<file path="config.mk">
export PLATFORM = sky130hd
export DESIGN_NAME = e2p_norm
export DESIGN_NICKNAME = d
export VERILOG_FILES = /design/src/e2p_pkg.sv /design/src/e2p_norm.sv
export SDC_FILE = /design/constraint.sdc
export NUM_CORES = 2
export LEC_CHECK = 0
export BUFFER_PORTS_ARGS = -buffer_cell sky130_fd_sc_hd__buf_2
export CORE_MARGIN = 4
export CORE_UTILIZATION = 47
export DETAILED_ROUTE_END_ITERATION = 7
export GPL_TIMING_DRIVEN = 0
export PLACE_DENSITY = 0.71
export SKIP_LAST_GASP = 1
export SYNTH_ARGS = -nofsm -noshare
export SYNTH_HDL_FRONTEND = slang
export SYNTH_SLANG_ARGS = --single-unit
</file>
<file path="constraint.sdc">
create_clock -name clk -period 7.6 [get_ports clk]
set_input_delay 0.76 -clock clk [delete_from_list [all_inputs] [get_ports clk]]
set_output_delay 0.76 -clock clk [all_outputs]
set_load 0.05 [all_outputs]
</file>
<file path="src/e2p_pkg.sv">
// Shared types, constants and width helpers for the equirectangular coordinate map.
package e2p_pkg;

  localparam int CFG_DIM_W  = 13;
  localparam int FOCAL_W    = 32;
  localparam int ROW_W      = 48;
  localparam int COEF_W     = 16;
  localparam int CFG_DATA_W = 48;
  localparam int CFG_IDX_W  = 3;

  // normalized ray components do not exceed 2^NORM_BITS in magnitude
  localparam int NORM_BITS = 30;
  localparam int NW        = NORM_BITS + 1;

  // CORDIC datapath and angle widths (angles in binary turns, 2^32 per turn)
  localparam int CW = 36;
  localparam int AW = 34;

  localparam int OUT_W    = 21;
  localparam int ATAN_LEN = 24;

  localparam logic [31:0] ATAN_TURNS [ATAN_LEN] = '{
    32'h20000000, 32'h12E4051E, 32'h09FB385B, 32'h051111D4, 32'h028B0D43, 32'h0145D7E1,
    32'h00A2F61E, 32'h00517C55, 32'h0028BE53, 32'h00145F2F, 32'h000A2F98, 32'h000517CC,
    32'h00028BE6, 32'h000145F3, 32'h0000A2F9, 32'h0000517C, 32'h000028BE, 32'h0000145F,
    32'h00000A2F, 32'h00000517, 32'h0000028B, 32'h00000145, 32'h000000A2, 32'h00000051
  };

  // CORDIC gain correction, Q30
  localparam logic [30:0] GAIN_Q30 = 31'd1768195363;

  typedef enum logic [CFG_IDX_W-1:0] {
    REG_OUT_WIDTH  = 3'd0,
    REG_OUT_HEIGHT = 3'd1,
    REG_INV_FOCAL  = 3'd2,
    REG_ROT_ROW0   = 3'd3,
    REG_ROT_ROW1   = 3'd4,
    REG_ROT_ROW2   = 3'd5,
    REG_SRC_WIDTH  = 3'd6,
    REG_SRC_HEIGHT = 3'd7
  } cfg_reg_t;

  typedef struct packed {
    logic signed [CW-1:0] x;
    logic signed [CW-1:0] y;
    logic signed [AW-1:0] ang;
    logic signed [CW-1:0] aux;
  } cordic_t;

  typedef struct packed {
    logic [CFG_DIM_W-1:0] out_width;
    logic [CFG_DIM_W-1:0] out_height;
    logic [FOCAL_W-1:0]   inv_focal;
    logic [ROW_W-1:0]     rot_row0;
    logic [ROW_W-1:0]     rot_row1;
    logic [ROW_W-1:0]     rot_row2;
  } ray_cfg_t;

  // width of the doubled centre offset
  function automatic int offset_width(int dim_w);
    return (dim_w + 2 > CFG_DIM_W + 1) ? dim_w + 2 : CFG_DIM_W + 1;
  endfunction

  // width of the camera ray components
  function automatic int ray_width(int dim_w);
    return offset_width(dim_w) + FOCAL_W;
  endfunction

  // width of the rotated ray components
  function automatic int sum_width(int dim_w);
    return ray_width(dim_w) + COEF_W + 1;
  endfunction

endpackage

</file>
<file path="src/e2p_norm.sv">
// Ray normalization, back-hemisphere fold and latitude gain correction.
module e2p_norm import e2p_pkg::*; #(
  parameter int WW = 63
) (
  input  logic                 clk,
  input  logic                 rst,
  input  logic                 en,
  input  logic                 in_valid,
  input  logic signed [WW-1:0] wx,
  input  logic signed [WW-1:0] wy,
  input  logic signed [WW-1:0] wz,
  output logic                 out_valid,
  output cordic_t              out_d
);

  localparam int SW = $clog2(WW + 1);

  logic [3:0] vld;

  logic [WW-1:0]        mag_or;
  logic signed [WW-1:0] w1x, w1y, w1z;
  logic signed [WW-1:0] w2x, w2y, w2z;
  logic [SW-1:0]        blen, shamt;
  logic signed [WW-1:0] sxf, syf, szf;
  logic signed [NW-1:0] w3x, w3y, w3z;

  logic signed [CW-1:0]   x4, y4;
  logic signed [AW-1:0]   lon4;
  logic signed [NW+31:0]  prod4;

  function automatic logic [WW-1:0] abs_val(logic signed [WW-1:0] v);
    return v[WW-1] ? WW'(-v) : WW'(v);
  endfunction

  // bit length of the largest magnitude
  always_comb begin
    blen = '0;
    for (int i = 0; i < WW; i++) begin
      if (mag_or[i]) blen = SW'(i + 1);
    end
  end

  // shift the components back into range
  always_comb begin
    sxf = w2x >>> shamt;
    syf = w2y >>> shamt;
    szf = w2z >>> shamt;
  end

  always_ff @(posedge clk) begin
    if (rst) begin
      vld <= '0;
    end else if (en) begin
      vld <= {vld[2:0], in_valid};
    end
  end

  always_ff @(posedge clk) begin
    if (en) begin
      // stage 1: magnitude bits
      mag_or <= abs_val(wx) | abs_val(wy) | abs_val(wz);
      w1x <= wx;
      w1y <= wy;
      w1z <= wz;
      // stage 2: shift amount
      shamt <= (blen > SW'(NORM_BITS)) ? blen - SW'(NORM_BITS) : '0;
      w2x <= w1x;
      w2y <= w1y;
      w2z <= w1z;
      // stage 3: normalized ray
      w3x <= sxf[NW-1:0];
      w3y <= syf[NW-1:0];
      w3z <= szf[NW-1:0];
      // stage 4: fold a backward ray, start longitude, correct latitude gain
      if (w3z[NW-1]) begin
        x4 <= -CW'(w3z);
        y4 <= -CW'(w3x);
        lon4 <= w3x[NW-1] ? -$signed({{(AW-32){1'b0}}, 32'h80000000})
                          :  $signed({{(AW-32){1'b0}}, 32'h80000000});
      end else begin
        x4 <= CW'(w3z);
        y4 <= CW'(w3x);
        lon4 <= '0;
      end
      prod4 <= w3y * $signed({1'b0, GAIN_Q30});
    end
  end

  always_comb begin
    out_d.x   = x4;
    out_d.y   = y4;
    out_d.ang = lon4;
    out_d.aux = CW'(prod4 >>> 30);
  end

  assign out_valid = vld[3];

endmodule

</file>
Yosys cells after proc, flatten, opt, wreduce, memory -nomap -nowiden. Cells that the tools add are included. Widths: inputs -> output; s select.

Order comparisons: 1. Add/sub/neg operators: 6. Bitwise gates (word level): 2. Multiply operators: 1. Shift-type cells: 3. Muxes and demuxes: 69.

Operators by type and width (count): $mux 6 (61); $mux 63 (3); $neg 63->63 (3); $sshr 63x6->31 (3); $or 63x63->63 (2); $neg 31->36 (2); $mul 31x32->63 const B (1); $mux 36 (1); $mux 34 (1); $mux 30 (1); $gt 6x5->1 const B (1); $sub 6x5->6 const B (1); $mux 2 (1); $mux 1 (1).

Bits of input ports: 193. Output and inout bits: 143. Register bits: 713. Logic and storage cells: 99.

Longest topological paths before layout.
Depth after elaboration: 64. Gate-level depth with buffers: 25.

Worst setup path before layout. OpenSTA, ideal clock, no wires.

Kind: reg2reg. From: register w3y[18]. To: register prod4[49], data pin. Required time: 7.341 ns. Data arrival time: 6.391 ns. Cell stages (with the launch flop): 23. Path slack: 0.949 ns. Path buffers: 0. Path through: edfxtp_1 > ha_1 > ha_1 > fa_1 > inv_1 > fa_1 > inv_1 > fa_1 > inv_1 > fa_1 > inv_1 > fa_1 > fa_1 > ha_1 > nor3_1 > o21ai_0 > nor4_1 > a211oi_1 > o41ai_1 > o21bai_1 > a221o_1 > a41oi_1 > xnor2_1.

Longest elaborated chain between the ends: 1.

Ends and longest elaborated chain: start, declared (line e2p_norm.sv:25) `logic signed [NW-1:0] w3x, w3y, w3z;`; start signal, assigned (line e2p_norm.sv:72) `w3y <= syf[NW-1:0];`; $mul 31x32->63 (line e2p_norm.sv:85) `prod4 <= w3y * $signed({1'b0, GAIN_Q30});`; end signal, assigned (line e2p_norm.sv:85); end, declared (line e2p_norm.sv:29) `logic signed [NW+31:0] prod4;`.

Every way passes these cells. A chain may end at the register's enable or synchronous reset.

Final worst setup path.
From: register w3y[10]. To: register prod4[54], data pin.

Same word-level chain as after synthesis.

==> results.py <==
metrics = {
    "run_status": {
        "status": "finished with violations",
        "failed_checks": "max-capacitance violations",
    },
    "global_route": {
        "overflow": 0,
        "grt.total_usage_pct": 32.81,
        "grt_pass1_wl_um": 263900,
        "grt_max_degree": 136,
        "grt_pass1_vias": 37770,
        "antenna_found_initial": 11,
    },
    "logic_synthesis": {
        "synth_edf_count": 647,
        "yosysTopAreaCell": "edfxtp_1",
        "yosysUniqueCellTypes": 78,
        "syn_inst": 4412,
        "ys_ff_latch": 651,
        "post-synth-top-count-cell": "edfxtp_1",
        "seq_area_frac_synth_pct": 38.92,
        "ys_warn_count": 0,
        "synth_flop_cell": "edfxtp_1",
        "synth_common_cells": "edfxtp_1 (647), inv_1 (519), nand2_1 (429)",
        "netlist_top_cells_area": "edfxtp_1 (39%), fa_1 (11%), ha_1 (10%)",
        "yosys.area.top_type_share_pct": 38.76,
        "syn_avg_cell_area_um2": 11.36,
        "synth_area_um2": 50120,
        "async_flop_share_pct": 0,
    },
    "worst_setup_path": {
        "path_class": "register to register",
        "crit_start": "w3y[10]",
        "cpMostUsedCell": "fa_1",
        "crit_arrival_ns": 7.83,
        "path_cells": "ha_1 -> ha_1 -> inv_1 -> fa_1 -> inv_1 -> fa_1 -> inv_1 -> fa_1 -> fa_1 -> inv_1 -> fa_1 -> ha_1 -> ha_1 -> nand4_1 -> nor3_1 -> nand4_1 -> buf_4 -> a2111oi_2 -> buf_4 -> nor2_1 -> a211oi_2 -> o21a_1 -> nor2_1 -> xnor2_1",
        "cp_top_family": "adder cells",
        "endpoint_kind": "register",
        "critical_path.max_stage_delay_ns": 0.80,
        "worstRegToRegCells": 24,
        "cp.depth": 24,
        "r2r-end": "prod4[54]",
        "slowest_stage": "edfxtp_1",
        "reg2reg_slack_ns": 0.15,
        "worstPathRequired_ns": 7.98,
        "rr_startpoint": "w3y[10]",
        "crit_buf_inv": 6,
        "startpoint_type": "register",
        "worstSetupEndpoint": "prod4[54]",
        "crit_fanout": 8,
    },
    "floorplanning": {
        "initial_core_util_pct": 47.48,
        "pin_count": 336,
        "die_h_um": 334.6,
        "row_count": 119,
        "core_area_um2": 105600,
        "die_w_um": 334.6,
        "dieArea_um2": 111900,
    },
    "sta": {
        "fin_skew_ns": 0.04727,
        "maxSlewHeadroom_pct": 2.401,
        "finalCritPeriodShare_pct": 98.03,
        "whs_ns": 0.3131,
        "hold_violations": 0,
        "finalMaxSlewViolations": 0,
        "fmaxAchievable_mhz": 134.2,
        "min_period_ns": 7.450,
        "worstMarginPinSlew_ns": 1.446,
        "setup_viol": 0,
    },
    "detailed_routing": {
        "wl_met1_um": 75080,
        "routed-wl-met2_um": 82860,
        "firstDrtPassIters": 5,
        "wl_per_cell_um": 29.49,
        "wl_um": 186500,
        "drt-initial-drc-count": 3999,
        "ant_nets": 0,
        "vias_per_cell": 6.023,
        "dr.max_layer_used": "met5",
        "met3_length_um": 17580,
        "vias": 38090,
        "drc": 0,
    },
    "place": {
        "hpwlAfterDp_um": 153900,
        "portBuffers": 304,
        "place_congestion": 1.058,
    },
    "worst_hold_path": {
        "hold_depth": 2,
        "hold_class": "input port to register",
        "hp-start": "rst",
    },
    "job": {
        "maxCapViolations": 1,
    },
    "clock_network": {
        "worstSkewPairLatency_ns": 0.67,
        "clkSinkCount": 651,
        "cts-root-buf": "clkbuf_16",
        "cts_tree": "built",
        "cts_buffers": 71,
        "clkSlewWorstSetupHoldPaths_ns": 0.06,
        "htree_levels": 3,
        "cts.path.max_buffers": 3,
    },
    "cells_and_area": {
        "layout-drive-gt1-share_pct": 14.90,
        "nets": 5768,
        "nFillCells": 9256,
        "syn_to_final_growth_pct": 12.50,
    },
}
[layout by cell type (no fill, tap or decap), types with 156 or more instances in the layout]
cell type | synthesis | layout
ha_1 | 416 | 416
edfxtp_1 | 647 | 647
mux2i_1 | 156 | 156
fa_1 | 287 | 287
nor2_1 | 162 | 162
inv_1 | 519 | 518
clkbuf_1 | 149 | 160
o21ai_0 | 244 | 241
buf_2 | 4 | 307
nand2_1 | 429 | 429
[registers in the layout, summed over array words and instances, names as in the netlist, 6 cells and up]
name and flops:
mag_or 63, w1x 63, w1y 63, w1z 63, w2x 63, w2y 63
w2z 63, x4 36, y4 36, prod4 33, w3x 31, w3y 31
w3z 31, shamt 6
[cell type report]
| type | instances | area (um^2) | share of cell area [%] |
|---|---|---|---|
| diodes | 7 | 17.52 | 0.03106 |
| plain buffers | 230 | 1027 | 1.822 |
| clock buffers | 84 | 1847 | 3.275 |
| clock inverters | 43 | 470.5 | 0.8343 |
| inverters | 522 | 1959 | 3.475 |
| multi-input cells | 3043 | 27820 | 49.33 |
| flip-flops and latches | 651 | 19510 | 34.60 |
| well taps | 1391 | 1740 | 3.087 |
| repair buffers | 353 | 1999 | 3.546 |
[metrics by stage]
| stage | util (%) | area, um^2 | TNS [ns] | std cells | worst slack (ns) |
|---|---|---|---|---|---|
| final | 53.42 | 56390 | 0 | 6324 | 0.1496 |
| after CTS | 53.13 | 56090 | 0 | 6281 | 0.02463 |
| after detailed placement | 50.85 | 53680 | -8.295 | 6148 | -0.9520 |
| after global routing | 53.41 | 56380 | -0.09251 | 6321 | -0.03331 |
| after floorplan | - | 50260 | 0 | 4447 | 0.9493 |
| after global placement | 50.70 | 53520 | -2525.17 | 6142 | -4.005 |
[timing repair]
action,4_1_cts,5_1_grt
resized for setup,8,5
setup endpoints to repair,25,17
buffers inserted,6,37
hold buffers,0,0
pin swaps,1,2
[worst min-delay path by stage]
stage                   end
floorplan            w2x[0]
CTS                  vld[3]
detailed placement  w2x[34]
global route        w1x[26]
finish               vld[3]
global placement    w2y[20]
[logic make-up after synthesis]
group,Yosys count,synth area share [%]
other,1,0.007481
xor gates and xnor gates,249,4.351
and+or+nand+nor,945,8.904
muxes,336,10.12
DFF,651,38.92
adders and majority gates,703,21.85
AOI/OAI and AO/OA,774,9.880
buffers and inverters,753,5.966
[routing by layer]
layer  GRT usage [%]  up-vias
met4           16.68        4
met1           43.72    18660
met2           50.90     2200
met5               0        -
met3           7.212      492
li1                -    16730
Power is left out: the tool's default activity adds up to more than one toggle a clock period on the data nets, which glitch-free logic cannot reach.
