File: src/e2p_pkg.sv
// Shared types, constants and width helpers for the equirectangular coordinate map.
package e2p_pkg;

  localparam int CFG_DIM_W  = 13;
  localparam int FOCAL_W    = 32;
  localparam int ROW_W      = 48;
  localparam int COEF_W     = 16;
  localparam int CFG_DATA_W = 48;
  localparam int CFG_IDX_W  = 3;

  // normalized ray components do not exceed 2^NORM_BITS in magnitude
  localparam int NORM_BITS = 30;
  localparam int NW        = NORM_BITS + 1;

  // CORDIC datapath and angle widths (angles in binary turns, 2^32 per turn)
  localparam int CW = 36;
  localparam int AW = 34;

  localparam int OUT_W    = 21;
  localparam int ATAN_LEN = 24;

  localparam logic [31:0] ATAN_TURNS [ATAN_LEN] = '{
    32'h20000000, 32'h12E4051E, 32'h09FB385B, 32'h051111D4, 32'h028B0D43, 32'h0145D7E1,
    32'h00A2F61E, 32'h00517C55, 32'h0028BE53, 32'h00145F2F, 32'h000A2F98, 32'h000517CC,
    32'h00028BE6, 32'h000145F3, 32'h0000A2F9, 32'h0000517C, 32'h000028BE, 32'h0000145F,
    32'h00000A2F, 32'h00000517, 32'h0000028B, 32'h00000145, 32'h000000A2, 32'h00000051
  };

  // CORDIC gain correction, Q30
  localparam logic [30:0] GAIN_Q30 = 31'd1768195363;

  typedef enum logic [CFG_IDX_W-1:0] {
    REG_OUT_WIDTH  = 3'd0,
    REG_OUT_HEIGHT = 3'd1,
    REG_INV_FOCAL  = 3'd2,
    REG_ROT_ROW0   = 3'd3,
    REG_ROT_ROW1   = 3'd4,
    REG_ROT_ROW2   = 3'd5,
    REG_SRC_WIDTH  = 3'd6,
    REG_SRC_HEIGHT = 3'd7
  } cfg_reg_t;

  typedef struct packed {
    logic signed [CW-1:0] x;
    logic signed [CW-1:0] y;
    logic signed [AW-1:0] ang;
    logic signed [CW-1:0] aux;
  } cordic_t;

  typedef struct packed {
    logic [CFG_DIM_W-1:0] out_width;
    logic [CFG_DIM_W-1:0] out_height;
    logic [FOCAL_W-1:0]   inv_focal;
    logic [ROW_W-1:0]     rot_row0;
    logic [ROW_W-1:0]     rot_row1;
    logic [ROW_W-1:0]     rot_row2;
  } ray_cfg_t;

  // width of the doubled centre offset
  function automatic int offset_width(int dim_w);
    return (dim_w + 2 > CFG_DIM_W + 1) ? dim_w + 2 : CFG_DIM_W + 1;
  endfunction

  // width of the camera ray components
  function automatic int ray_width(int dim_w);
    return offset_width(dim_w) + FOCAL_W;
  endfunction

  // width of the rotated ray components
  function automatic int sum_width(int dim_w);
    return ray_width(dim_w) + COEF_W + 1;
  endfunction

endpackage

File: src/e2p_scale.sv
// Angle clamp and scaling to panorama coordinates with rounding and saturation.
module e2p_scale import e2p_pkg::*; #(
  parameter int FRAC_BITS = 8
) (
  input  logic                 clk,
  input  logic                 rst,
  input  logic                 en,
  input  logic                 in_valid,
  input  logic signed [AW-1:0] lon,
  input  logic signed [AW-1:0] lat,
  input  logic [CFG_DIM_W-1:0] src_width,
  input  logic [CFG_DIM_W-1:0] src_height,
  output logic                 out_valid,
  output logic [OUT_W-1:0]     src_u,
  output logic [OUT_W-1:0]     src_v
);

  localparam int SHU  = 32 - FRAC_BITS;
  localparam int SHV  = 31 - FRAC_BITS;
  localparam int UA_W = 33;
  localparam int VA_W = 32;
  localparam int PU_W = UA_W + CFG_DIM_W;
  localparam int PV_W = VA_W + CFG_DIM_W;

  localparam logic signed [AW-1:0] HALF_TURN    = $signed({{(AW-32){1'b0}}, 32'h80000000});
  localparam logic signed [AW-1:0] QUARTER_TURN = $signed({{(AW-32){1'b0}}, 32'h40000000});
  localparam logic signed [AW-1:0] FULL_TURN    = $signed({{(AW-33){1'b0}}, 33'h100000000});

  logic [1:0] vld;

  logic signed [AW-1:0] lu, lv;
  logic [UA_W-1:0]      ua;
  logic [VA_W-1:0]      va;
  logic [PU_W-1:0]      pu;
  logic [PV_W-1:0]      pv;
  logic [PU_W-1:0]      ru;
  logic [PV_W-1:0]      rv;

  // offset angles to start at zero
  always_comb begin
    lu = lon + HALF_TURN;
    lv = lat + QUARTER_TURN;
  end

  always_ff @(posedge clk) begin
    if (rst) begin
      vld <= '0;
    end else if (en) begin
      vld <= {vld[0], in_valid};
    end
  end

  always_ff @(posedge clk) begin
    if (en) begin
      // stage 1: clamp to one turn and half a turn
      if (lu[AW-1])            ua <= '0;
      else if (lu > FULL_TURN) ua <= UA_W'(FULL_TURN);
      else                     ua <= UA_W'(lu);
      if (lv[AW-1])            va <= '0;
      else if (lv > HALF_TURN) va <= VA_W'(HALF_TURN);
      else                     va <= VA_W'(lv);
      // stage 2: scale to the panorama size
      pu <= PU_W'(ua) * PU_W'(src_width);
      pv <= PV_W'(va) * PV_W'(src_height);
    end
  end

  // round half up and saturate
  always_comb begin
    ru = (pu + (PU_W'(1) << (SHU - 1))) >> SHU;
    rv = (pv + (PV_W'(1) << (SHV - 1))) >> SHV;
    src_u = (ru > PU_W'({OUT_W{1'b1}})) ? {OUT_W{1'b1}} : ru[OUT_W-1:0];
    src_v = (rv > PV_W'({OUT_W{1'b1}})) ? {OUT_W{1'b1}} : rv[OUT_W-1:0];
  end

  assign out_valid = vld[1];

endmodule

File: config.mk
export PLATFORM = sky130hd
export DESIGN_NAME = e2p_scale
export DESIGN_NICKNAME = d
export VERILOG_FILES = /design/src/e2p_pkg.sv /design/src/e2p_scale.sv
export SDC_FILE = /design/constraint.sdc
export NUM_CORES = 2
export LEC_CHECK = 0
export BUFFER_PORTS_ARGS = -buffer_cell sky130_fd_sc_hd__buf_2
export CORE_ASPECT_RATIO = 0.6
export CORE_MARGIN = 10
export CORE_UTILIZATION = 35
export CTS_CLUSTER_SIZE = 14
export DETAILED_ROUTE_END_ITERATION = 12
export GPL_ROUTABILITY_DRIVEN = 0
export PLACE_DENSITY_LB_ADDON = 0.2
export SLEW_MARGIN = 20
export SYNTH_ARGS = -nofsm -noshare
export SYNTH_HDL_FRONTEND = slang
export SYNTH_SLANG_ARGS = --single-unit
export TNS_END_PERCENT = 100
File: constraint.sdc
create_clock -name clk -period 7.52 [get_ports clk]
set_clock_uncertainty 0.1 [all_clocks]
set_input_delay 0.376 -clock clk [delete_from_list [all_inputs] [get_ports clk]]
set_output_delay 0.376 -clock clk [all_outputs]
set_load 0.01 [all_outputs]
# Word-level counts from Yosys, hierarchy flattened
# Index checks and enable logic that the tools add are counted.
# classes
n_mul	2
magnitude_cmp	4
muxes	4
n_addsub	4
n_reduce_logical	2
# op_table
cell	count
46-bit by 24-bit adder with 46-bit output (second input constant)	1
33-bit by 13-bit multiplier with 46-bit output	1
45-bit by 23-bit adder with 45-bit output (second input constant)	1
32-bit by 13-bit multiplier with 45-bit output	1
22-bit by 21-bit greater-than comparator with 1-bit output (second input constant)	2
21-bit 2-to-1 mux	2
34-bit by 32-bit adder with 34-bit output (second input constant)	1
34-bit by 33-bit adder with 34-bit output (second input constant)	1
34-bit by 33-bit greater-than comparator with 1-bit output (second input constant)	1
34-bit greater-than comparator (second input constant)	1
33-bit 2-to-1 mux	1
32-bit 2-to-1 mux	1
2-bit OR reduction	2
# totals
reg_bits	158
in_bits	98
word_cells	23
out_inout_bits	43

# Longest topological paths before layout
# logic_depth
word_depth	3
ltp_mapped	22

# Worst setup path before layout
# OpenSTA, ideal clock, no wires.
# synth_path
path_type	reg2reg
startpoint	reg ua[21]
endpoint	reg pu[45] (data pin)
t_arrival_ns	5.414
path_slack_ns	1.727
path_buffers	1
path_stages_with_launch	21
path_cell_list	edfxtp_1 > clkbuf_1 > and2_1 > fa_1 > inv_1 > fa_1 > inv_1 > fa_1 > fa_1 > inv_1 > fa_1 > inv_1 > ha_1 > a21oi_2 > o21ai_2 > a221oi_2 > o21ai_1 > or4_4 > a211oi_4 > a21o_2 > a311oi_2
# synth_between
elab_chain_cells	1
# synth_lines
element	line	source
start: declaration	e2p_scale.sv:32	logic [UA_W-1:0] ua;
start signal: assignment	e2p_scale.sv:57	else if (lu > FULL_TURN) ua <= UA_W'(FULL_TURN);
start signal: assignment	e2p_scale.sv:58	else ua <= UA_W'(lu);
33-bit by 13-bit multiplier with 46-bit output	e2p_scale.sv:63	pu <= PU_W'(ua) * PU_W'(src_width);
end signal: assignment	e2p_scale.sv:63	
end: declaration	e2p_scale.sv:34	logic [PU_W-1:0] pu;
# Every way passes these cells.
# A chain may end at the register's enable or synchronous reset.

# Worst setup path in the final report
# layout_path
startpoint	reg ua[14]
endpoint	reg pu[45] (data pin)
# The elaborated chain is that of the path after synthesis.

==> results.json <==
{
  "status": "complete, no violations",
  "worstMarginPinSlew_ns": 0.9790,
  "path_cells": "and2_1, fa_1, inv_1, fa_1, inv_1, fa_1, fa_1, inv_1, fa_1, inv_1, ha_1, a21oi_1, o21ai_0, a31oi_1, o21ai_1, or4_4, a211oi_4, a21o_2, a311oi_2",
  "synthCells": 3353,
  "yosysUniqueCellTypes": 68,
  "synthFlopType": "edfxtp_1",
  "final_layout_size_suffix_gt1_share_pct": 6.389,
  "clock_sinks": 113,
  "die_x_um": 400.8,
  "cap_viol_max_count": 0,
  "clock_latency_ns": 0.51,
  "rr_worst_depth": 19,
  "yosys_warnings": 0,
  "holdWs_ns": 0.05832,
  "grt_pass1_vias": 22250,
  "start_util_pct": 35.47,
  "placed_cells": 4494,
  "setup_violations": 0,
  "portBuffers": 140,
  "syn_to_final_growth_pct": 7.604,
  "n_fill_cell": 8690,
  "rsz0062_at_grt": "no",
  "min_period_ns": 6.538,
  "hold_viol": 0,
  "syn-num-nets": 4298,
  "cts_tree": "built",
  "cpMostUsedCell": "fa_1",
  "core_mm2": 0.08588,
  "grt_overflow": 0,
  "netlist_area_mm2": 0.03046,
  "root_buffer": "clkbuf_16",
  "antenna_found_initial": 1,
  "worst_ep_arrival_time_ns": 6.65,
  "relSlewSlack_pct": 34.73,
  "die_area_mm2": 0.09961,
  "required_ns": 7.63,
  "crit_type": "reg2reg",
  "clock_path_buffers": 2,
  "die_y_um": 248.5,
  "rows": 83,
  "post_cts.repair.setup_buffers": 0,
  "max_freq_mhz": 153.0,
  "cts_buffers": 17,
  "via_count": 21600,
  "postSynth.asyncResetShare_pct": 0,
  "hold_path_depth": 2,
  "cts.clk_slew.worst_paths_ns": 0.07,
  "worstReg2RegEnd": "pu[45]",
  "avgViaCountPerCell": 4.769,
  "fin_crit_sh_pct": 86.94,
  "hold_class": "in2reg",
  "cp-end-kind": "flip-flop",
  "maxSlewViolCount": 0,
  "firstDrtPassIters": 5,
  "grt_max_degree": 67,
  "hp-start": "lat[4]",
  "drt_iter0_drc": 1836,
  "reg2reg_from": "ua[14]",
  "synth_edf_count": 111,
  "hold_path_end": "va[4]",
  "ff2ff_setup_slack_ns": 0.98,
  "place_hpwl_mm": 74.22,
  "totalWireLength_mm": 91.06,
  "io_pins": 141,
  "drc_errors": 0,
  "postCtsHoldBufs": 2,
  "ctsResizeCount": 0,
  "fin_cells": 4529,
  "grt_pass1_wl_mm": 140.5,
  "max_stage_delay_ns": 0.69,
  "cp-start-kind": "flip-flop",
  "crit_path_top_delay_cell": "edfxtp_1",
  "ant_nets": 0,
  "syn_area_per_cell_um2": 9.084,
  "yosysSeqAreaShare_pct": 11.07,
  "nets": 4313,
  "finalSetupTns_ns": 0,
  "synth_seq_cells": 113,
  "crit_fanout": 13,
  "routedWlPerCell_um": 20.11,
  "h-tree-depth": 4,
  "grt_use_total_pct": 18.33
}
through the flow:
step	worst slack (ns)	utilization [%]	instance area (um2)
after global placement	1.005	37.39	32110
after CTS	1.040	38.16	32770
final	0.9821	38.16	32780
after global routing	0.7687	38.16	32770
after floorplan	1.727	-	30460
after detailed placement	0.9435	37.40	32120
Yosys cell counts (2+ instances only):
master / n / share of area [%]
inv_1: 788 / 9.7
fa_1: 669 / 44
nand2_1: 562 / 6.9
and2_1: 406 / 8.3
ha_1: 178 / 7.3
clkbuf_1: 163 / 2.0
edfxtp_1: 111 / 11
a21oi_1: 56 / 0.92
xor2_1: 44 / 1.3
and3_1: 42 / 0.86
xnor2_1: 42 / 1.2
nor2_1: 34 / 0.42
nand3_1: 32 / 0.53
o21ai_0: 31 / 0.51
a21o_1: 23 / 0.57
nand4_1: 21 / 0.43
nor4_1: 14 / 0.29
o21a_1: 14 / 0.35
a31oi_1: 10 / 0.21
and4_1: 10 / 0.29
nand2b_1: 8 / 0.16
nor2b_1: 6 / 0.12
nor3_1: 6 / 0.099
a211oi_1: 5 / 0.12
a21o_2: 4 / 0.12
o21ai_1: 4 / 0.066
o31ai_1: 4 / 0.099
or3_1: 4 / 0.082
a211o_1: 3 / 0.086
a21oi_2: 3 / 0.086
a311oi_1: 3 / 0.086
mux2i_1: 3 / 0.099
nand3b_1: 3 / 0.074
o211ai_1: 3 / 0.074
a221oi_2: 2 / 0.099
a311oi_2: 2 / 0.099
and3_2: 2 / 0.049
dfxtp_1: 2 / 0.13
nor4b_1: 2 / 0.058
o211a_1: 2 / 0.066
o21bai_1: 2 / 0.049
o311ai_2: 2 / 0.11
o41ai_1: 2 / 0.058
or4_1: 2 / 0.049
kinds of logic (layout without fill, tap and decap cells):
group / Yosys count / after routing / share of synthesized area, %
xor gates and xnor gates: 86 / 86 / 2.473
muxes: 3 / 3 / 0.09859
AOI/OAI and AO/OA: 194 / 194 / 4.432
DFF: 113 / 113 / 11.07
other: 0 / 1 / 0
adders and majority gates: 847 / 847 / 51.28
and+or+nand+nor: 1157 / 1157 / 18.86
buffers and inverters: 953 / 981 / 11.78
cell usage in the layout (no fill, tap or decap), types with 23 or more instances in the layout:
cell,count
inv_1,788
nor2_1,34
nand3_1,32
ha_1,178
a21oi_1,56
edfxtp_1,111
fa_1,669
xor2_1,43
o21ai_0,30
xnor2_1,42
a21o_1,23
nand2_1,562
and2_1,406
and3_1,42
buf_2,139
registers in the layout, summed over array words and instances (netlist names):
signal	flops
va	32
pv	23
vld	2
ua	33
pu	23
area by class of cell:
class                           count  area [um2]  share of cell area [%]
Clock inverter                     15       206.4                  0.6299
Tap cell                         1147        1435                   4.379
Multi-Input combinational cell   2287       23510                   71.72
Timing Repair Buffer              161       869.6                   2.653
Sequential cell                   113        3373                   10.29
Clock buffer                       17       425.4                   1.298
Inverter                          788        2958                   9.025
Antenna cell                        1       2.502                0.007635
routing by layer:
layer	up-vias	part of all wire (%)	global-route usage (%)
met3	40	12	7.306
met1	10800	53	30.57
met5	-	0	0
met4	0	0.76	2.637
li1	9925	-	-
met2	838	34	21.08
worst max-delay path, delay by kind of cell (launching register included):
kind,cells,cell delay (ns)
AND/OR/NAND/NOR,2,0.87
AO/OA/AOI/OAI,7,1.47
flip-flops,1,0.69
adder cells (fa/ha/maj),6,2.91
buffers and inverters,4,0.20
worst max path at each step:
stage	from	endpoint	slack, ns	cells past startpoint
finish	ua[14]	pu[45]	0.98	19
global route	ua[14]	pu[45]	0.77	19
CTS	va[15]	pv[39]	1.04	19
detailed placement	src_width[7]	pu[45]	0.94	19
global placement	src_height[5]	pv[39]	1.00	19
floorplan	ua[21]	pu[45]	1.73	20
Power is not shown: default switching activity piles up to over one toggle a cycle in this logic, so the estimate is an artifact.
