### src/e2p_pkg.sv
// Shared types, constants and width helpers for the equirectangular coordinate map.
package e2p_pkg;

  localparam int CFG_DIM_W  = 13;
  localparam int FOCAL_W    = 32;
  localparam int ROW_W      = 48;
  localparam int COEF_W     = 16;
  localparam int CFG_DATA_W = 48;
  localparam int CFG_IDX_W  = 3;

  // normalized ray components do not exceed 2^NORM_BITS in magnitude
  localparam int NORM_BITS = 30;
  localparam int NW        = NORM_BITS + 1;

  // CORDIC datapath and angle widths (angles in binary turns, 2^32 per turn)
  localparam int CW = 36;
  localparam int AW = 34;

  localparam int OUT_W    = 21;
  localparam int ATAN_LEN = 24;

  localparam logic [31:0] ATAN_TURNS [ATAN_LEN] = '{
    32'h20000000, 32'h12E4051E, 32'h09FB385B, 32'h051111D4, 32'h028B0D43, 32'h0145D7E1,
    32'h00A2F61E, 32'h00517C55, 32'h0028BE53, 32'h00145F2F, 32'h000A2F98, 32'h000517CC,
    32'h00028BE6, 32'h000145F3, 32'h0000A2F9, 32'h0000517C, 32'h000028BE, 32'h0000145F,
    32'h00000A2F, 32'h00000517, 32'h0000028B, 32'h00000145, 32'h000000A2, 32'h00000051
  };

  // CORDIC gain correction, Q30
  localparam logic [30:0] GAIN_Q30 = 31'd1768195363;

  typedef enum logic [CFG_IDX_W-1:0] {
    REG_OUT_WIDTH  = 3'd0,
    REG_OUT_HEIGHT = 3'd1,
    REG_INV_FOCAL  = 3'd2,
    REG_ROT_ROW0   = 3'd3,
    REG_ROT_ROW1   = 3'd4,
    REG_ROT_ROW2   = 3'd5,
    REG_SRC_WIDTH  = 3'd6,
    REG_SRC_HEIGHT = 3'd7
  } cfg_reg_t;

  typedef struct packed {
    logic signed [CW-1:0] x;
    logic signed [CW-1:0] y;
    logic signed [AW-1:0] ang;
    logic signed [CW-1:0] aux;
  } cordic_t;

  typedef struct packed {
    logic [CFG_DIM_W-1:0] out_width;
    logic [CFG_DIM_W-1:0] out_height;
    logic [FOCAL_W-1:0]   inv_focal;
    logic [ROW_W-1:0]     rot_row0;
    logic [ROW_W-1:0]     rot_row1;
    logic [ROW_W-1:0]     rot_row2;
  } ray_cfg_t;

  // width of the doubled centre offset
  function automatic int offset_width(int dim_w);
    return (dim_w + 2 > CFG_DIM_W + 1) ? dim_w + 2 : CFG_DIM_W + 1;
  endfunction

  // width of the camera ray components
  function automatic int ray_width(int dim_w);
    return offset_width(dim_w) + FOCAL_W;
  endfunction

  // width of the rotated ray components
  function automatic int sum_width(int dim_w);
    return ray_width(dim_w) + COEF_W + 1;
  endfunction

endpackage

### src/e2p_cordic_stage.sv
// One registered vectoring CORDIC iteration.
module e2p_cordic_stage import e2p_pkg::*; #(
  parameter int SHIFT = 0
) (
  input  logic    clk,
  input  logic    rst,
  input  logic    en,
  input  logic    in_valid,
  input  cordic_t in_d,
  output logic    out_valid,
  output cordic_t out_d
);

  localparam logic signed [AW-1:0] STEP = $signed({{(AW-32){1'b0}}, ATAN_TURNS[SHIFT]});

  logic signed [CW-1:0] xs, ys;
  cordic_t nxt;

  // rotate toward the x axis
  always_comb begin
    xs = in_d.x >>> SHIFT;
    ys = in_d.y >>> SHIFT;
    nxt.aux = in_d.aux;
    if (!in_d.y[CW-1]) begin
      nxt.x   = in_d.x + ys;
      nxt.y   = in_d.y - xs;
      nxt.ang = in_d.ang + STEP;
    end else begin
      nxt.x   = in_d.x - ys;
      nxt.y   = in_d.y + xs;
      nxt.ang = in_d.ang - STEP;
    end
  end

  always_ff @(posedge clk) begin
    if (rst) begin
      out_valid <= 1'b0;
    end else if (en) begin
      out_valid <= in_valid;
    end
  end

  always_ff @(posedge clk) begin
    if (en) begin
      out_d <= nxt;
    end
  end

endmodule

### config.mk
export PLATFORM = sky130hd
export DESIGN_NAME = e2p_cordic_stage
export DESIGN_NICKNAME = d
export VERILOG_FILES = /design/src/e2p_pkg.sv /design/src/e2p_cordic_stage.sv
export SDC_FILE = /design/constraint.sdc
export NUM_CORES = 1
export LEC_CHECK = 0
export ABC_AREA = 1
export BUFFER_PORTS_ARGS = -buffer_cell sky130_fd_sc_hd__buf_4
export CAP_MARGIN = 25
export CORE_MARGIN = 2
export CORE_UTILIZATION = 45
export CTS_CLUSTER_SIZE = 8
export DETAILED_ROUTE_END_ITERATION = 7
export PLACE_DENSITY = 0.68
export REMOVE_ABC_BUFFERS = 1
export SETUP_SLACK_MARGIN = 0.4
export SYNTH_ARGS = -nofsm -noshare
export SYNTH_HDL_FRONTEND = slang
export SYNTH_SLANG_ARGS = --single-unit
### constraint.sdc
create_clock -name clk -period 4.6 [get_ports clk]
set_input_delay 0.23 -clock clk [delete_from_list [all_inputs] [get_ports clk]]
set_output_delay 0.23 -clock clk [all_outputs]
set_load 0.02 [all_outputs]
* Word level (Yosys, flattened, before mapping)
Index checks and enable logic that the tools add are counted.
** Storage, ports and cells
- Register bits :: 143
- Latch bits :: 0
- Memory bits (writable) :: 0
- Bits in read-only memories :: 0
- Memories kept :: 0
** Operators by class
- Add/subtract/negate cells :: 5
- Multipliers :: 0
- Div/mod/pow operators :: 0
- Order comparisons :: 0
- Eq/ne operators :: 0
- Shift operators :: 0
- Multiplexer cells :: 1
- Bitwise logic cells :: 0
- Reduce and logical (&&, ||, !) cells :: 0
** Operator list (number)
- 106-bit two-way mux :: 1
- 36-bit subtractor :: 2
- 36-bit adder :: 1
- 34-bit by 31-bit adder with 34-bit output, second input constant :: 1
- 34-bit by 31-bit subtractor with 34-bit output, second input constant :: 1

* Logic depth before layout (Yosys ltp)
Gate-level depths: netlist (run 1).
- Depth after elaboration :: 2
- Depth in mapped cells :: 17
- Mapped depth without buffers :: 16

* Worst setup path before layout (run 1)
Ideal clock, no wire load.
- Path type :: input -> register
- Start point :: in in_d[106] (netlist bit)
- End point :: reg out_d[138] (netlist bit) (data pin)
- Setup time :: 0.253 ns
- Data arrival time :: 1.665 ns
- Required time :: 4.347 ns
- Setup slack :: 2.682 ns
- Stages on the path :: 13
- Path buffers :: 0
- Path through :: inv_1 > ha_1 > fa_1 > o21bai_1 > nand2_1 > nand2_1 > nand2_1 > nand2_1 > nand2_1 > nand2_1 > nand2_1 > nand3_1 > nand2_1
** RTL lines
- start, declared :: line e2p_cordic_stage.sv:9 : input cordic_t in_d,
- end signal, assigned :: line e2p_cordic_stage.sv:45 : out_d <= nxt;
- end, declared :: line e2p_cordic_stage.sv:11 : output cordic_t out_d

==> metrics.md, run 1 <==
| Metric | Value |
|---|---|
| Setup Buffers After CTS | `0` |
| Logic gate share of total power | `36.7%` |
| Max cap viols | `0` |
| Antenna fix cells | `0` |
| Vias per cell | `5.16` |
| CP endpoint kind | `flop` |
| Largest family of logic cells by synthesized area | `simple AND/OR/NAND/NOR gates` |
| EDFF count, synth | `141` |
| Worst R2R Start | `out_valid` |
| Power per Cell Area | `295 mW/mm2` |
| Pre-Repair DR Iteration Count | `6` |
| Syn_area_per_cell | `7.16 um2` |
| RD Place Congestion | `0.997` |
| Final Net Count | `2352` |
| Critical path class | `in -> reg` |
| Die Y | `171 um` |
| Full die area | `0.0294 mm2` |
| Clk Latency, worst-skew pair | `0.43 ns` |
| CP endpoint | `out_d[138]` |
| Ys Warns | `0` |
| Placement Cell Area | `0.0150 mm2` |
| Int Pwr | `2.95 mW` |
| Tcrit/Tclk final | `47.7%` |
| CTS tree | `yes` |
| DPL Wire Length | `36200 um` |
| Synth area leaders | `edfxtp_1, nand2_1, ha_1, inv_1, nand3_1` |
| Starting Density | `45.5%` |
| IO Port Bufs | `288` |
| Complex-gate fraction of the synthesized area | `10.7%` |
| Critical Path Source | `in_d[70]` |
| Clock power share | `28.6%` |
| Core Region | `0.0277 mm2` |
| Post-synthesis xor/xnor area fraction | `2.36%` |
| Rows | `61` |
| FF-to-FF End | `out_valid` |
| Worst setup SP type | `primary input` |
| Total length of routed wires | `44900 um` |
| Final instance area | `0.0162 mm2` |
| Fmax | `456 MHz` |
| Antenna Violating Nets Remaining | `0` |
| Max VDD drop | `0.212 mV` |
| Post-synthesis register bit count | `142` |
| DR DRC count | `0` |
| LEAKAGE | `8.19 nW` |
| Status | `finished, final reports clean` |
| Largest net degree at the start of global routing | `62` |
| Synth cell count leaders | `nand2_1, inv_1, nand3_1` |
| Finished Core Util | `58.4%` |
| Die width | `171 um` |
| Antenna violations before repair | `0` |
| R2R depth | `2` |
| Switching share of total power | `38.3%` |
| First-pass GRT wire length | `66500 um` |
| Min Clock Period, post-route | `2.19 ns` |
| Arrival time at the worst endpoint | `2.39 ns` |
| Number of distinct library cells after synthesis | `45` |
| R2R Setup Slk | `4.02 ns` |
| Worst hold path type | `in -> reg` |
| Post-synth ARST share | `0%` |
| Post-synthesis cell area | `0.0126 mm2` |
| # clock sinks | `142` |
| Synth-to-Final Area Change | `28.2%` |
| Fraction of layout cells with a size suffix above 1 | `19.2%` |
| Synth Flop Type | `edfxtp_1` |
| RSZ-0062 raised after global routing | `false` |
| Synth top area share | `33.6%` |
| WP data required | `4.79 ns` |
| Grt ovf | `0` |
| Num CTS Buffers | `17` |
| Number of H-tree levels | `4` |
| Final max-slew violation count | `0` |
| Relative slew slack | `46.9%` |
| Setup TNS | `0 ns` |
| Seq/Total Area, Yosys | `33.7%` |
| Yosys top cell by area | `edfxtp_1` |
| Post-Syn Instances | `1761` |
| Crit Path Max Fanout | `4` |
| Hold Violations, Final | `0` |
| Seq pwr share | `34.7%` |
| Reg clk slew, reported paths | `0.07 ns` |
| Simple-gate share of the synthesized area | `30.2%` |
| Post-Route Skew | `0 ns` |
| Worst Tran Pin Value | `0.795 ns` |
| Most frequent cell after synthesis | `nand2_1` |
| I/O pins | `289` |
| Initial detailed-routing violation count | `955` |
| Mux share of post-synthesis cell area | `0.0794%` |
| Post-DR wirelength/cell | `18.1 um` |
| Final setup vio count | `0` |
| Vias | `12.8k` |
| Adder-cell share of the synthesized area | `11.7%` |
| Root Driver | `clkbuf_16` |
| P_sw | `1.83 mW` |
| GRT Total Usage | `30.1%` |
| Clock tree buffer depth | `2` |
| Number of global-route vias before repair | `12.3k` |
sequential cells by signal (all words and copies together), names as in the netlist:
signal     cells
out_d        141
out_valid      1
cell type report:
type	count	area (um2)
Fill cell	2531	11500
Multi-Input combinational cell	1284	6950
Sequential cell	142	4250
Timing Repair Buffer	358	2860
Inverter	287	1080
Tap cell	378	473
Clock buffer	17	425
Clock inverter	15	133
kinds of logic after synthesis:
| group | count (synthesis) |
|---|---|
| simple gates | 889 |
| mux | 1 |
| fa+ha+maj | 116 |
| compound gates | 244 |
| buf+inv | 335 |
| flops | 142 |
| xor+xnor | 34 |
stage by stage:
stage / hold WS, ns / cells / setup slack (ns) / total power, mW
2_1_floorplan: 0.302 / 1713 / 2.42 / 2.67
3_3_place_gp: 0.389 / 2383 / 2.00 / 3.35
3_5_place_dp: 0.393 / 2383 / 1.96 / 3.36
4_1_cts: 0.00162 / 2478 / 2.42 / 4.77
5_1_grt: 0.0789 / 2481 / 2.25 / 5.01
6_report: 0.0444 / 2481 / 2.41 / 4.78
what timing repair did:
action                                 4_1_cts  5_1_grt
endpoints found under the hold margin       63        3
setup endpoints to repair                    0        0
gates resized for setup                      0        0
hold buffers                                63        3
cell usage in the layout, fill, tap and decap left out, drive strengths merged, types with 5 or more instances in the layout:
cell type and count:
nand2 538, inv 293, buf 292, nor2 161, nand3 156, edfxtp 141
a21oi 119, ha 112, o21ai 89, dlygate4sd3 66, xor2 30, o21bai 18
clkbuf 17, nor3 12, o22ai 10, or2 7, and2 6, nand4 6
clkinv 5
worst min-delay path by stage:
stage,startpoint,endpoint,slack [ns],cells after the start
floorplan,rst,out_valid,0.30,1
global placement,rst,out_valid,0.39,2
detailed placement,rst,out_valid,0.39,2
CTS,in_d[48],out_d[48],0.002,1
global route,in_valid,out_valid,0.08,3
finish,in_valid,out_valid,0.04,3
routing by layer:
| layer | global-route usage, % | part of all wire, % | vias up |
|---|---|---|---|
| met2 | 51.3 | 47 | 517 |
| li1 | - | - | 6295 |
| met5 | 0 | 0 | - |
| met1 | 39.1 | 43 | 5929 |
| met4 | 9.76 | 2.7 | 0 |
| met3 | 4.56 | 6.6 | 69 |
worst max-delay path: stages:
cell and delay, ns:
buf_4 0.12, ha_1 0.22, fa_1 0.58, o21bai_1 0.38, nand2_1 0.12, nand2_1 0.12
nand2_1 0.06, nand2_1 0.20, nand2_1 0.10, nand2_1 0.07, nand2_1 0.05, nand3_1 0.08
nand2_1 0.06
power by group through the flow:
stage	Sequential (mW)	Combinational, mW	Clock, mW
2_1_floorplan	1.87	0.801	0
5_1_grt	1.67	1.91	1.43
3_5_place_dp	1.68	1.68	0
4_1_cts	1.66	1.73	1.39
3_3_place_gp	1.68	1.67	0
6_report	1.66	1.75	1.37
No activity file was read; power rests on OpenSTA's default activity.
==> inputs of run 2 (changes only) <==
- clock period: 4.6 -> 2.3 ns (I/O delays scaled with it)
==> metrics.md, run 2 (synthesis results as in run 1) <==
| Metric | Value |
|---|---|
| Status | `finished, final reports clean` |
| Core Region | `0.0277 mm2 (unchanged)` |
| Synth-to-Final Area Change | `35.2%` |
| Largest net degree at the start of global routing | `46 (-26%)` |
| WP data required | `2.50 ns (-2.29 ns)` |
| I/O pins | `289 (unchanged)` |
| Number of global-route vias before repair | `12.8k (+4.5%)` |
| Antenna Violating Nets Remaining | `0 (unchanged)` |
| Vias | `13.1k (+2.6%)` |
| Num CTS Buffers | `17 (unchanged)` |
| Worst hold path type | `in -> reg` |
| Post-DR wirelength/cell | `17.7 um (-2.0%)` |
| Rows | `61 (unchanged)` |
| Pre-Repair DR Iteration Count | `7 (+1)` |
| CTS tree | `yes` |
| Worst Hold Slack | `0.0879 ns (+0.0435 ns)` |
| DPL Wire Length | `37200 um (+2.7%)` |
| CP Cell Sequence | `buf_4 -> inv_1 -> ha_1 -> buf_4 -> a21oi_1 -> o21ai_0 -> a21oi_1 -> nand2_1 -> nand2_1 -> nand3_1 -> nand3_1 -> nand2_1` |
| Final Net Count | `2452 (+4.3%)` |
| Antenna violations before repair | `0 (unchanged)` |
| Grt ovf | `0 (unchanged)` |
| Full die area | `0.0294 mm2 (unchanged)` |
| Post-Route Skew | `0 ns (unchanged)` |
| Initial detailed-routing violation count | `1025 (+7.3%)` |
| Top Registers | `out_d: 141 flops, out_valid: 1 flops` |
| RSZ-0062 raised after global routing | `true` |
| Critical path class | `in -> reg` |
| Hold Violations, Final | `0 (unchanged)` |
| Fmax | `547 MHz` |
| Final max-slew violation count | `0 (unchanged)` |
| Most flops, register | `out_d` |
| Most common cell after layout, fill and taps aside | `nand2_1` |
| Clock tree buffer depth | `2 (unchanged)` |
| Crit path max-delay family | `compound AO/OA/AOI/OAI gates` |
| Relative slew slack | `64.7% (+18 points)` |
| # clock sinks | `142 (unchanged)` |
| Max incr delay on CP | `0.33 ns (-0.25 ns)` |
| Crit Path Max Fanout | `5 (+1)` |
| CP endpoint kind | `flop` |
| Starting Density | `45.5% (unchanged)` |
| WP buf/inv | `3 (+2)` |
| DR DRC count | `0 (unchanged)` |
| Max cap viols | `0 (unchanged)` |
| IO Port Bufs | `288 (unchanged)` |
| Worst Tran Pin Value | `0.530 ns (-0.265 ns)` |
| Antenna fix cells | `0 (unchanged)` |
| Setup Buffers After CTS | `0 (unchanged)` |
| Slowest cell on the critical path | `ha_1` |
| RD Place Congestion | `0.983 (-1.3%)` |
| Most frequent cell on the critical path | `nand2_1` |
| Clk Latency, worst-skew pair | `0.44 ns (about the same)` |
| Finished Core Util | `61.6% (+3.2 points)` |
| Die width | `171 um (unchanged)` |
| Min Clock Period, post-route | `1.83 ns` |
| Arrival time at the worst endpoint | `2.03 ns (-0.36 ns)` |
| Largest register FFs | `141 (unchanged)` |
| Most frequent cells in the layout | `nand2_1, buf_4, inv_1, nand3_1, edfxtp_1` |
| Fraction of layout cells with a size suffix above 1 | `24.1% (+4.9 points)` |
| LEAKAGE | `8.68 nW (+5.9%)` |
| GRT Total Usage | `30.8% (+0.75 points)` |
| Max VDD drop | `0.318 mV (+50%)` |
| Vias per cell | `5.09 (-1.3%)` |
| Total length of routed wires | `45700 um (+1.9%)` |
| Die Y | `171 um (unchanged)` |
| First-pass GRT wire length | `68600 um (+3.2%)` |
| Root Driver | `clkbuf_16` |
| Power per Cell Area | `575 mW/mm2 (+95%)` |
| Number of H-tree levels | `4 (unchanged)` |
| Worst setup SP type | `primary input` |
| Tcrit/Tclk final | `79.5%` |
| Final setup vio count | `0 (unchanged)` |
| Reg clk slew, reported paths | `0.07 ns (about the same)` |
==> run 2: changes by cell type in the layout (fill, tap and decap cells not counted), moves of 3 or more <==
cell,change
buf_12,+3
buf_4,+95
nand2_1,-4
ha_1,-17
a21oi_1,-5
ha_2,+16
a21oi_2,+5
nand2_2,+4
==> run 2: worst min-delay path, delay by kind of cell <==
kind / cells / cell delay, ns
fa+ha+maj: 1 / 0.12
buf+inv: 2 / 0.14
==> run 2: worst paths after layout <==
check,from,end,slack [ns],cells past startpoint
max reg2reg,out_valid,out_valid,1.13,3
max,in_d[79],out_d[102],0.47,12
min reg2reg,out_valid,out_valid,1.08,3
min,in_d[106],out_d[106],0.09,3
==> run 2: layout make-up <==
| type | count | area (um2) |
|---|---|---|
| fill | 2559 | 10700 |
| multi-input combinational | 1284 | 7050 |
| clock inverter | 15 | 126 |
| timing repair buffer | 458 | 3650 |
| inverter | 287 | 1080 |
| tap | 378 | 473 |
| clock buffer | 17 | 425 |
| sequential | 142 | 4250 |
==> run 2: what timing repair did <==
| item | CTS | global route |
|---|---|---|
| setup endpoints to repair | 0 | 41 |
| hold buffers | 68 | 0 |
| gates resized for setup | 0 | 35 |
| hold endpoints to repair | 67 | 0 |
==> run 2: routing by layer <==
layer | vias up | routed length [um] | GRT usage [%]
met5 | - | 0 | 0
met4 | 0 | 1340 | 11.5
met3 | 71 | 3020 | 4.10
met2 | 505 | 21500 | 52.7
met1 | 6082 | 19900 | 39.8
li1 | 6491 | - | -
==> run 2: per-stage QoR <==
step                      setup TNS, ns  power [mW]  setup slack (ns)  instances  cell area [um2]
after floorplan                       0        5.34             0.239       1713            12300
after global placement          -0.0151        6.92           -0.0151       2481            15700
after detailed placement              0        6.96           0.00108       2481            15700
after CTS                             0        9.79             0.470       2581            17000
after global routing                  0        10.3             0.396       2581            17100
final                                 0        9.80             0.472       2581            17100
==> run 2: report_power, final <==
part / switching, mW / total, mW / leakage (nW) / internal (mW)
clock network: 1.29 / 2.70 / 0.264 / 1.41
registers: 0.0930 / 3.31 / 1.39 / 3.21
logic: 2.30 / 3.80 / 7.02 / 1.49
